## src/design/ordered_list_insert_delete_assert.svh

```systemverilog
// Assertion macros for the ordered list block.
`ifndef ORDERED_LIST_INSERT_DELETE_ASSERT_SVH
`define ORDERED_LIST_INSERT_DELETE_ASSERT_SVH

`ifndef SYNTHESIS

// Checked property, disabled while reset is held.
`define OLID_ASSERT(lbl, prop, msg) \
  lbl: assert property (@(posedge clk) disable iff (!rst_n) (prop)) else $error(msg);

// Checked property, active during reset as well.
`define OLID_ASSERT_ALWAYS(lbl, prop, msg) \
  lbl: assert property (@(posedge clk) (prop)) else $error(msg);

`else

`define OLID_ASSERT(lbl, prop, msg)
`define OLID_ASSERT_ALWAYS(lbl, prop, msg)

`endif

`endif

```

## src/design/olid_pkg.sv

```systemverilog
// Shared types, codes and constants for the ordered list block.
package olid_pkg;

  localparam int DEPTH_DEF = 16;
  localparam int VAL_W     = 32;
  localparam int REQ_W     = 2;
  localparam int STAT_W    = 2;
  localparam int CNT_OUT_W = 5;
  localparam int IN_DW     = 40;
  localparam int OUT_DW    = 40;

  // Request codes
  localparam logic [REQ_W-1:0] REQ_INS_FRONT = 2'd0;
  localparam logic [REQ_W-1:0] REQ_INS_BACK  = 2'd1;
  localparam logic [REQ_W-1:0] REQ_DELETE    = 2'd2;
  localparam logic [REQ_W-1:0] REQ_READ_ALL  = 2'd3;

  // Status codes
  localparam logic [STAT_W-1:0] STAT_OK        = 2'd0;
  localparam logic [STAT_W-1:0] STAT_NOT_FOUND = 2'd1;
  localparam logic [STAT_W-1:0] STAT_EMPTY     = 2'd2;
  localparam logic [STAT_W-1:0] STAT_FULL      = 2'd3;

  // Cell load sources
  localparam logic [1:0] SRC_LEFT  = 2'd0;
  localparam logic [1:0] SRC_RIGHT = 2'd1;
  localparam logic [1:0] SRC_NEW   = 2'd2;

  typedef logic signed [VAL_W-1:0] val_t;

  // Per-cell load control
  typedef struct packed {
    logic       en;
    logic [1:0] src;
  } cell_ctl_t;

endpackage

```

## src/design/olid_cell.sv

```systemverilog
// One list cell: holds an entry, shifts it to a neighbor and compares it to a key.
module olid_cell (
  input  logic              clk,
  input  olid_pkg::cell_ctl_t ctl,
  input  olid_pkg::val_t    left_val,
  input  olid_pkg::val_t    right_val,
  input  olid_pkg::val_t    new_val,
  input  olid_pkg::val_t    key,
  output olid_pkg::val_t    val,
  output logic              eq
);
  import olid_pkg::*;

  val_t val_r;
  val_t val_nxt;

  // Select the load source
  always_comb begin
    unique case (ctl.src)
      SRC_LEFT:  val_nxt = left_val;
      SRC_RIGHT: val_nxt = right_val;
      SRC_NEW:   val_nxt = new_val;
      default:   val_nxt = val_r;
    endcase
  end

  // Entry storage, payload only
  always_ff @(posedge clk) begin
    if (ctl.en) begin
      val_r <= val_nxt;
    end
  end

  assign val = val_r;
  assign eq  = (val_r == key);

endmodule

```

## src/design/ordered_list_insert_delete.sv

```systemverilog
// Ordered list kept as a circular chain of cells, with a stream request and result port.
// Insert and empty/full results are registered at the request beat and appear in the cycle after it.
// Delete: the match vector is registered at the request beat, then the result is loaded from the delete state.
// Read all: the request moves the block to the read state, then one entry per cycle while out_tready does not stall.
// One insert per cycle while the output is free; no new request is taken until a delete or read-out is done.
// Reset (rst_n low, synchronous) empties the list and clears the output beat.
module ordered_list_insert_delete #(
  parameter int DEPTH = olid_pkg::DEPTH_DEF
) (
  input  logic                      clk,
  input  logic                      rst_n,
  input  logic                      in_tvalid,
  output logic                      in_tready,
  // [1:0] req_type, [33:2] value, [39:34] zero
  input  logic [olid_pkg::IN_DW-1:0]  in_tdata,
  output logic                      out_tvalid,
  input  logic                      out_tready,
  // [1:0] status, [33:2] item_value, [38:34] count, [39] zero
  output logic [olid_pkg::OUT_DW-1:0] out_tdata,
  output logic                      out_tlast
);
  import olid_pkg::*;

`include "ordered_list_insert_delete_assert.svh"

  localparam int CW = $clog2(DEPTH + 1);

  localparam logic [1:0] ST_IDLE = 2'd0;
  localparam logic [1:0] ST_DEL  = 2'd1;
  localparam logic [1:0] ST_READ = 2'd2;

  logic [1:0]    state_r, state_nxt;
  logic [CW-1:0] count_r, count_nxt;
  logic [CW-1:0] rd_left_r, rd_left_nxt;
  logic [DEPTH-1:0] match_r;

  logic            out_valid_r;
  logic [STAT_W-1:0] out_stat_r;
  val_t            out_item_r;
  logic            out_last_r;
  logic [CW-1:0]   out_cnt_r;

  logic [REQ_W-1:0] req;
  val_t             in_val;
  logic             acc, out_free, full, empty;
  logic             ins_front, ins_back, del_go, rd_go;
  logic             out_load;
  logic [STAT_W-1:0] ld_stat;
  val_t             ld_item;
  logic             ld_last;
  logic [CW-1:0]    cnt_m1;
  logic [DEPTH-1:0] low_bit, del_mask, occ;
  logic [7:0]       cnt_ext;

  val_t      cell_val [DEPTH];
  logic      cell_eq  [DEPTH];
  cell_ctl_t cell_ctl [DEPTH];
  val_t      new_val;

  // Request fields
  assign req    = in_tdata[1:0];
  assign in_val = in_tdata[33:2];

  assign out_free  = !out_valid_r || out_tready;
  assign in_tready = (state_r == ST_IDLE) && out_free;
  assign acc       = in_tvalid && in_tready;
  assign full      = (count_r == CW'(DEPTH));
  assign empty     = (count_r == '0);
  assign cnt_m1    = count_r - CW'(1);

  assign ins_front = acc && (req == REQ_INS_FRONT) && !full;
  assign ins_back  = acc && (req == REQ_INS_BACK) && !full;
  assign del_go    = (state_r == ST_DEL) && out_free && (match_r != '0);
  assign rd_go     = (state_r == ST_READ) && out_free;

  // First match and every cell behind it shift toward the front
  assign low_bit  = match_r & (~match_r + {{(DEPTH-1){1'b0}}, 1'b1});
  assign del_mask = ~(low_bit - {{(DEPTH-1){1'b0}}, 1'b1});

  // Wrap source during read-out is the front cell
  assign new_val = (state_r == ST_READ) ? cell_val[0] : in_val;

  // Cell chain
  for (genvar i = 0; i < DEPTH; i++) begin : g_cell
    val_t left_v, right_v;

    if (i == 0) begin : g_front
      assign left_v = in_val;
    end else begin : g_mid
      assign left_v = cell_val[i-1];
    end
    if (i == DEPTH - 1) begin : g_back
      assign right_v = cell_val[0];
    end else begin : g_inner
      assign right_v = cell_val[i+1];
    end

    assign occ[i] = (CW'(i) < count_r);

    always_comb begin
      cell_ctl[i].en  = 1'b0;
      cell_ctl[i].src = SRC_LEFT;
      priority if (ins_front) begin
        cell_ctl[i].en  = 1'b1;
        cell_ctl[i].src = SRC_LEFT;
      end else if (ins_back && (CW'(i) == count_r)) begin
        cell_ctl[i].en  = 1'b1;
        cell_ctl[i].src = SRC_NEW;
      end else if (del_go && del_mask[i]) begin
        cell_ctl[i].en  = 1'b1;
        cell_ctl[i].src = SRC_RIGHT;
      end else if (rd_go && (CW'(i) < cnt_m1)) begin
        cell_ctl[i].en  = 1'b1;
        cell_ctl[i].src = SRC_RIGHT;
      end else if (rd_go && (CW'(i) == cnt_m1)) begin
        cell_ctl[i].en  = 1'b1;
        cell_ctl[i].src = SRC_NEW;
      end else begin
        cell_ctl[i].en  = 1'b0;
      end
    end

    olid_cell u_cell (
      .clk       (clk),
      .ctl       (cell_ctl[i]),
      .left_val  (left_v),
      .right_val (right_v),
      .new_val   (new_val),
      .key       (in_val),
      .val       (cell_val[i]),
      .eq        (cell_eq[i])
    );
  end

  // Match vector of the delete key, taken at the request beat
  always_ff @(posedge clk) begin
    if (acc && (req == REQ_DELETE)) begin
      for (int k = 0; k < DEPTH; k++) begin
        match_r[k] <= cell_eq[k] && occ[k];
      end
    end
  end

  // Control sequencer and result selection
  always_comb begin
    state_nxt   = state_r;
    count_nxt   = count_r;
    rd_left_nxt = rd_left_r;
    out_load    = 1'b0;
    ld_stat     = STAT_OK;
    ld_item     = '0;
    ld_last     = 1'b1;
    unique case (state_r)
      ST_IDLE: begin
        if (acc) begin
          unique case (req)
            REQ_INS_FRONT, REQ_INS_BACK: begin
              out_load = 1'b1;
              if (full) begin
                ld_stat = STAT_FULL;
              end else begin
                count_nxt = count_r + CW'(1);
              end
            end
            REQ_DELETE: begin
              if (empty) begin
                out_load = 1'b1;
                ld_stat  = STAT_EMPTY;
              end else begin
                state_nxt = ST_DEL;
              end
            end
            default: begin
              if (empty) begin
                out_load = 1'b1;
                ld_stat  = STAT_EMPTY;
              end else begin
                state_nxt   = ST_READ;
                rd_left_nxt = count_r;
              end
            end
          endcase
        end
      end
      ST_DEL: begin
        if (out_free) begin
          out_load  = 1'b1;
          state_nxt = ST_IDLE;
          if (match_r == '0) begin
            ld_stat = STAT_NOT_FOUND;
          end else begin
            count_nxt = cnt_m1;
          end
        end
      end
      ST_READ: begin
        if (out_free) begin
          out_load    = 1'b1;
          ld_item     = cell_val[0];
          ld_last     = (rd_left_r == CW'(1));
          rd_left_nxt = rd_left_r - CW'(1);
          if (ld_last) begin
            state_nxt = ST_IDLE;
          end
        end
      end
      default: begin
        state_nxt = ST_IDLE;
      end
    endcase
  end

  // Control registers
  always_ff @(posedge clk) begin
    if (!rst_n) begin
      state_r     <= ST_IDLE;
      count_r     <= '0;
      rd_left_r   <= '0;
      out_valid_r <= 1'b0;
    end else begin
      state_r     <= state_nxt;
      count_r     <= count_nxt;
      rd_left_r   <= rd_left_nxt;
      out_valid_r <= out_load || (out_valid_r && !out_tready);
    end
  end

  // Output beat payload
  always_ff @(posedge clk) begin
    if (out_load) begin
      out_stat_r <= ld_stat;
      out_item_r <= ld_item;
      out_last_r <= ld_last;
      out_cnt_r  <= count_nxt;
    end
  end

  assign cnt_ext    = 8'(out_cnt_r);
  assign out_tvalid = out_valid_r;
  assign out_tlast  = out_last_r;
  assign out_tdata  = {1'b0, cnt_ext[CNT_OUT_W-1:0], out_item_r, out_stat_r};

  // Checks
  `OLID_ASSERT(a_count_bound, count_r <= CW'(DEPTH), "entry count above depth")
  `OLID_ASSERT(a_del_dec, del_go |=> count_r == $past(cnt_m1), "delete did not drop one entry")
  `OLID_ASSERT(a_read_hold, (state_r == ST_READ) |=> count_r == $past(count_r),
               "count changed during read-out")
  `OLID_ASSERT(a_read_left, (state_r == ST_READ) |-> (rd_left_r <= count_r) && (rd_left_r != '0),
               "read-out counter out of range")
  `OLID_ASSERT_ALWAYS(a_rst_clear, !rst_n |=> !out_tvalid && (count_r == '0),
                      "reset did not clear the list")

endmodule

```

## config.mk

```make
export PLATFORM = sky130hd
export DESIGN_NAME = ordered_list_insert_delete
export DESIGN_NICKNAME = d
export VERILOG_FILES = /design/src/design/olid_pkg.sv /design/src/design/olid_cell.sv /design/src/design/ordered_list_insert_delete.sv
export VERILOG_INCLUDE_DIRS = /design/src /design/src/design
export SDC_FILE = /design/constraint.sdc
export NUM_CORES = 1
export LEC_CHECK = 0
export BUFFER_PORTS_ARGS = -buffer_cell sky130_fd_sc_hd__buf_2
export CAP_MARGIN = 15
export CORE_ASPECT_RATIO = 1.25
export CORE_MARGIN = 4
export CORE_UTILIZATION = 32
export CTS_CLUSTER_DIAMETER = 60
export CTS_CLUSTER_SIZE = 24
export DETAILED_ROUTE_END_ITERATION = 16
export PLACE_DENSITY = 0.5
export REMOVE_ABC_BUFFERS = 1
export SLEW_MARGIN = 0
export SYNTH_ARGS = -nofsm -noshare
export SYNTH_HDL_FRONTEND = slang
export SYNTH_HIERARCHICAL = 1
export SYNTH_SLANG_ARGS = --single-unit
export TNS_END_PERCENT = 50
```

## constraint.sdc

```tcl
create_clock -name clk -period 6.2 [get_ports clk]
set_input_delay 0.31 -clock clk [delete_from_list [all_inputs] [get_ports clk]]
set_output_delay 0.31 -clock clk [all_outputs]
set_load 0.02 [all_outputs]
```

* Word-level counts from Yosys, hierarchy flattened
Cells that the tools add are included.
** Cells by class
- $add $sub $neg :: 5
- Order comparisons :: 32
- Equal/unequal tests :: 91
- Multiplexer cells :: 144
- Bitwise operators :: 3
- Reductions and logical operators :: 157
** Operators by type and width (count)
- one-hot mux 32 bit (3 select lines) :: 16
- equality test 32 bit :: 16
- two-way mux 3 bit :: 64
- logical AND 1 bit :: 91
- equality test 4 x 5 -> 1 bit (first input constant) :: 16
- less-than comparator 4 x 5 -> 1 bit (first input constant) :: 16
- two-way mux 2 bit :: 26
- nonzero test 3 bit :: 16
- two-way mux 5 bit :: 9
- equality test 3 x 5 -> 1 bit (first input constant) :: 8
- less-than comparator 3 x 5 -> 1 bit (first input constant) :: 8
- equality test 2 x 1 -> 1 bit (second input constant) :: 18
- equality test 2 bit (second input constant) :: 18
- zero test 2 bit :: 18
- AND reduction 2 bit :: 17
- two-way mux 32 bit :: 1
- inverter 16 bit :: 2
- two-way mux 1 bit :: 22
- equality test 2 x 5 -> 1 bit (first input constant) :: 4
- less-than comparator 1 x 5 -> 1 bit (first input constant) :: 4
- less-than comparator 2 x 5 -> 1 bit (first input constant) :: 4
- one-hot mux 5 bit (2 select lines) :: 2
- adder 16 x 1 -> 16 bit (second input constant) :: 1
- AND 16 bit :: 1
- other kinds (21) :: 34
** Word-level totals
- Register bits :: 581
- Input port bits :: 44
- Logic and storage cells :: 457

* Longest topological paths before layout
- Word-level depth :: 12
- Mapped depth :: 16
- Gate-level depth less buffers :: 11

* By module
Netlist, hierarchy kept.
** Modules (own cells, without submodules)
- olid_cell :: times used 16, cells an instance 190, area each 1938.1 sq um, sequential area each 960.9 sq um
- ordered_list_insert_delete :: times used 1, cells an instance 583, area each 5188.7 sq um, sequential area each 1941.9 sq um

* Worst setup path after synthesis
No wires, ideal clock.
- Kind :: register -> register
- Start :: register count_r[1]
- End :: register out_cnt_r[0] (enable)
- Library setup time :: 0.489 ns
- Arrival :: 4.479 ns
- Required time :: 5.711 ns
- Path slack :: 1.232 ns
- Cell stages (with the launch flop) :: 9
- Path buffers :: 2
- Period minus slack after synthesis :: 4.968 ns
- Cell sequence :: dfxtp_1 -> clkbuf_1 -> inv_1 -> ha_1 -> or4b_1 -> clkbuf_1 -> a21oi_1 -> nor2_1 -> nor3_1
** Between the ends
- Longest elaborated chain between the ends :: 5
** RTL lines
- start, declared :: line ordered_list_insert_delete.sv:33 : logic [CW-1:0] count_r, count_nxt;
- start signal, assigned :: line ordered_list_insert_delete.sv:222 : count_r <= count_nxt;
- zero test 5 bit :: line ordered_list_insert_delete.sv:68 : assign empty = (count_r == '0);
- two-way mux 1 bit :: line ordered_list_insert_delete.sv:166, ordered_list_insert_delete.sv:174
- two-way mux 1 bit
- two-way mux 1 bit :: line ordered_list_insert_delete.sv:155 : if (acc) begin
- one-hot mux 1 bit (2 select lines) :: line ordered_list_insert_delete.sv:153 : unique case (state_r)
- net out_load :: line ordered_list_insert_delete.sv:47 : logic out_load;
- end signal, assigned :: line ordered_list_insert_delete.sv:234 : out_cnt_r <= count_nxt;
- end, declared :: line ordered_list_insert_delete.sv:41 : logic [CW-1:0] out_cnt_r;
The timed path passes the listed nets, and every way through them passes these cells.
A chain may end at the register's enable or synchronous reset.

==> flow_metrics.env <==
export IMPL_synth_warnings=6
export IMPL_routabilityCongestion=0.8854
export IMPL_die_width_um=308.8
export IMPL_grt_pass1_vias=30090
export IMPL_period_minus_slack_ns=4.904
export IMPL_cts_made_buffers=71
export IMPL_utilization=0.3612
export IMPL_clock_latency_ns=0.66
export IMPL_sw_frac_of_total=0.4632
export IMPL_antenna_found_initial=4
export IMPL_required_ns=6.56
export IMPL_postRouteAntennaNets=0
export IMPL_coreArea_mm2=0.1119
export IMPL_whs_ns=0.1596
export IMPL_ys_seq_area_frac=0.4784
export IMPL_via_per_inst=5.957
export IMPL_dpl_cell_count=4960
export IMPL_rsz0062_at_grt="no"
export IMPL_async_flop_share=0
export IMPL_crit_fanout=41
export IMPL_synth_edf_count=568
export IMPL_cts_tree="yes"
export IMPL_power_density_mw_per_mm2=622.6
export IMPL_final_cell_count_no_fill=5093
export IMPL_cts_resized=0
export IMPL_hold_viol_final=0
export IMPL_route_vias_total=30340
export IMPL_syn_area_mm2=0.03620
export IMPL_max_freq_ghz=0.2039
export IMPL_relSlewSlack=0.1938
export IMPL_ir_drop_v=0.0003281
export IMPL_dr_max_layer_used="met5"
export IMPL_grt_pass1_wl_um=205800
export IMPL_finalSetupTns_ns=0
export IMPL_power_frac_clock=0.180
export IMPL_fin_crit_sh=0.7910
export IMPL_setup_viol=0
export IMPL_start_kind="flop"
export IMPL_die_area_mm2=0.1186
export IMPL_power_total_mw=25.17
export IMPL_avgSynthCellArea_um2=9.991
export IMPL_p_leak_nw=13.87
export IMPL_syn_inst=3623
export IMPL_arrival_ns=5.27
export IMPL_n_fill_cell=11390
export IMPL_synth_most_common_cell="nand2_1"
export IMPL_clkTransAtPathRegs_ns=0.07
export IMPL_synthTopCellsByArea="edfxtp_1 47%, xor2_1 12%, a22oi_1 11%"
export IMPL_report_final_slew_viol_count=0
export IMPL_synth_top_cell_area_share=0.4712
export IMPL_wl_met3_um=8117
export IMPL_power_frac_comb=0.423
export IMPL_status="finished clean"
export IMPL_drt_iter0_markers=2943
export IMPL_routed_wirelength_um=141700
export IMPL_wl_met2_um=72850
export IMPL_hold_class="in2reg"
export IMPL_yosysUniqueCellTypes=81
export IMPL_fp_dieH_um=384.0
export IMPL_start_util=0.3234
export IMPL_max_cap_violations=0
export IMPL_dp_hpwl_um=97070
export IMPL_grt_overflow_total=0
export IMPL_yosysTopAreaCell="edfxtp_1"
export IMPL_wl_per_cell_um=27.82
export IMPL_rows=137
export IMPL_drc=0
export IMPL_io_pins=87
export IMPL_cts_htree_levels=3
export IMPL_numPortBuffers=79
export IMPL_wl_met1_um=53810
export IMPL_drt_pass1_iter_count=6
export IMPL_cts_num_sinks=581
export IMPL_critPathCaptureType="flop"
export IMPL_worstSetupPathType="reg2reg"
export IMPL_clockBufferDepth=3
export IMPL_post_cts_setup_buffers=0
export IMPL_seqPwrFrac=0.398
export IMPL_groute_usage_overall=0.2322
export IMPL_p_sw_mw=11.66
export IMPL_ys_top_cells_by_count="572 x nand2_1, 568 x edfxtp_1, 534 x o21ai_0"
export IMPL_grt_max_degree=81
export IMPL_p_int_mw=13.51
export IMPL_layout_drive_gt1_share=0.09579
export IMPL_synth_ff_type="edfxtp_1"
export IMPL_synth_seq_cells=581
export IMPL_fin_worst_skew_ns=0.03636
export IMPL_worstMarginPinSlew_ns=1.209
export IMPL_area_growth_pct=11.70
export IMPL_root_buffer="clkbuf_16"
export IMPL_final_nets=3681
-- logic make-up (layout without fill, tap and decap cells) --
kind of cell             Yosys count  in the layout  share of synthesized area
AO/OA/AOI/OAI                   1181           1181                     0.2077
AND/OR/NAND/NOR                  950            950                     0.1217
flip-flops                       581            581                     0.4784
XOR/XNOR                         514            514                     0.1244
buffers and inverters            301            311                    0.03626
adder cells (fa/ha/maj)           60             60                    0.02074
multiplexers                      35             35                    0.01078
other                              1              2                  0.0001036
-- layout by cell type, fill, tap and decap left out, drive strengths merged, types with 4 or more instances in the layout --
cell / Yosys / final
dfxtp: 13 / 13
a21boi: 14 / 14
o211ai: 10 / 10
nor4: 136 / 136
or3b: 4 / 4
and2: 10 / 10
nand2b: 8 / 8
nor3: 19 / 19
nor2b: 26 / 26
ha: 60 / 60
o21a: 7 / 7
nor2: 57 / 57
clkinv: 2 / 22
or3: 7 / 7
mux2: 32 / 32
o2111ai: 5 / 5
buf: 147 / 134
or2: 4 / 4
and3: 36 / 36
o21ai: 538 / 538
nand4: 35 / 35
nand2: 572 / 572
nand3: 21 / 21
edfxtp: 568 / 568
clkbuf: 107 / 76
nor3b: 5 / 5
o311ai: 5 / 5
o22ai: 7 / 7
inv: 45 / 67
o31ai: 8 / 8
o32ai: 5 / 5
a21oi: 37 / 37
a22oi: 514 / 514
xor2: 512 / 512
bufinv: 0 / 8
-- final timing paths --
check	end	slack, ns	start	cells after the start
setup / recovery	g_cell[11].u_cell/val[1]$_DFFE_PP_	1.30	count_r[1]$_SDFF_PN0_	12
hold / removal	state_r[1]$_SDFFE_PN0P_	0.16	in_tdata[1]	4
setup reg to reg	g_cell[11].u_cell/val[1]$_DFFE_PP_	1.30	count_r[1]$_SDFF_PN0_	12
hold reg to reg	rd_left_r[4]$_SDFFE_PN0P_	0.48	rd_left_r[4]$_SDFFE_PN0P_	2
-- power groups by stage --
stage               sequential (mW)  combinational [mW]  clock (mW)
detailed placement             10.1                10.4           0
floorplan                      9.30                6.48           0
finish                         10.0                10.6        4.53
global placement               10.1                10.3           0
global route                   10.2                11.6        4.77
CTS                            10.0                10.5        4.61
-- routing by layer --
layer,vias to the layer above,global-route usage
met5,-,0
met4,4,0.1050
met3,339,0.02957
met2,1203,0.4246
met1,15330,0.2699
li1,13460,-
-- flip-flops by register name, indices dropped and copies added (netlist names) --
register           flops
g_cell.u_cell/val    512
out_item_r            32
match_r               16
count_r                5
out_cnt_r              5
rd_left_r              5
out_stat_r             2
state_r                2
out_tlast              1
out_tvalid             1
-- stage by stage --
stage	area [um^2]	setup slack (ns)
finish	40430	1.296
global placement	37900	1.537
detailed placement	37900	1.389
floorplan	35060	0.9878
CTS	40380	1.410
global route	40430	1.007
-- worst max-delay path, stage by stage (launching register included) --
cell	delay, ns
dfxtp_1	0.30
buf_4	0.20
inv_1	0.38
ha_1	0.59
or2_2	0.24
o21ai_1	0.09
a21oi_1	0.76
nand2_1	0.15
a21boi_0	0.43
inv_1	0.09
ha_2	0.64
buf_4	0.49
o21ai_0	0.19
-- what timing repair did --
item,in CTS,in global routing
setup endpoints to repair,0,0
hold buffers,1,0
endpoints found under the hold margin,2,0
-- area by class of cell --
cell class | count | area [um^2] | share of cell area
clock inverters | 53 | 639.4 | 0.01581
inverters | 47 | 176.4 | 0.004363
flip-flops and latches | 581 | 17320 | 0.4283
well taps | 1459 | 1826 | 0.04515
repair buffers | 135 | 875.8 | 0.02166
diodes | 1 | 2.502 | 0.00006189
multi-input cells | 2741 | 17760 | 0.4392
clock buffers | 76 | 1838 | 0.04546
(Power assumes the default switching activity.)
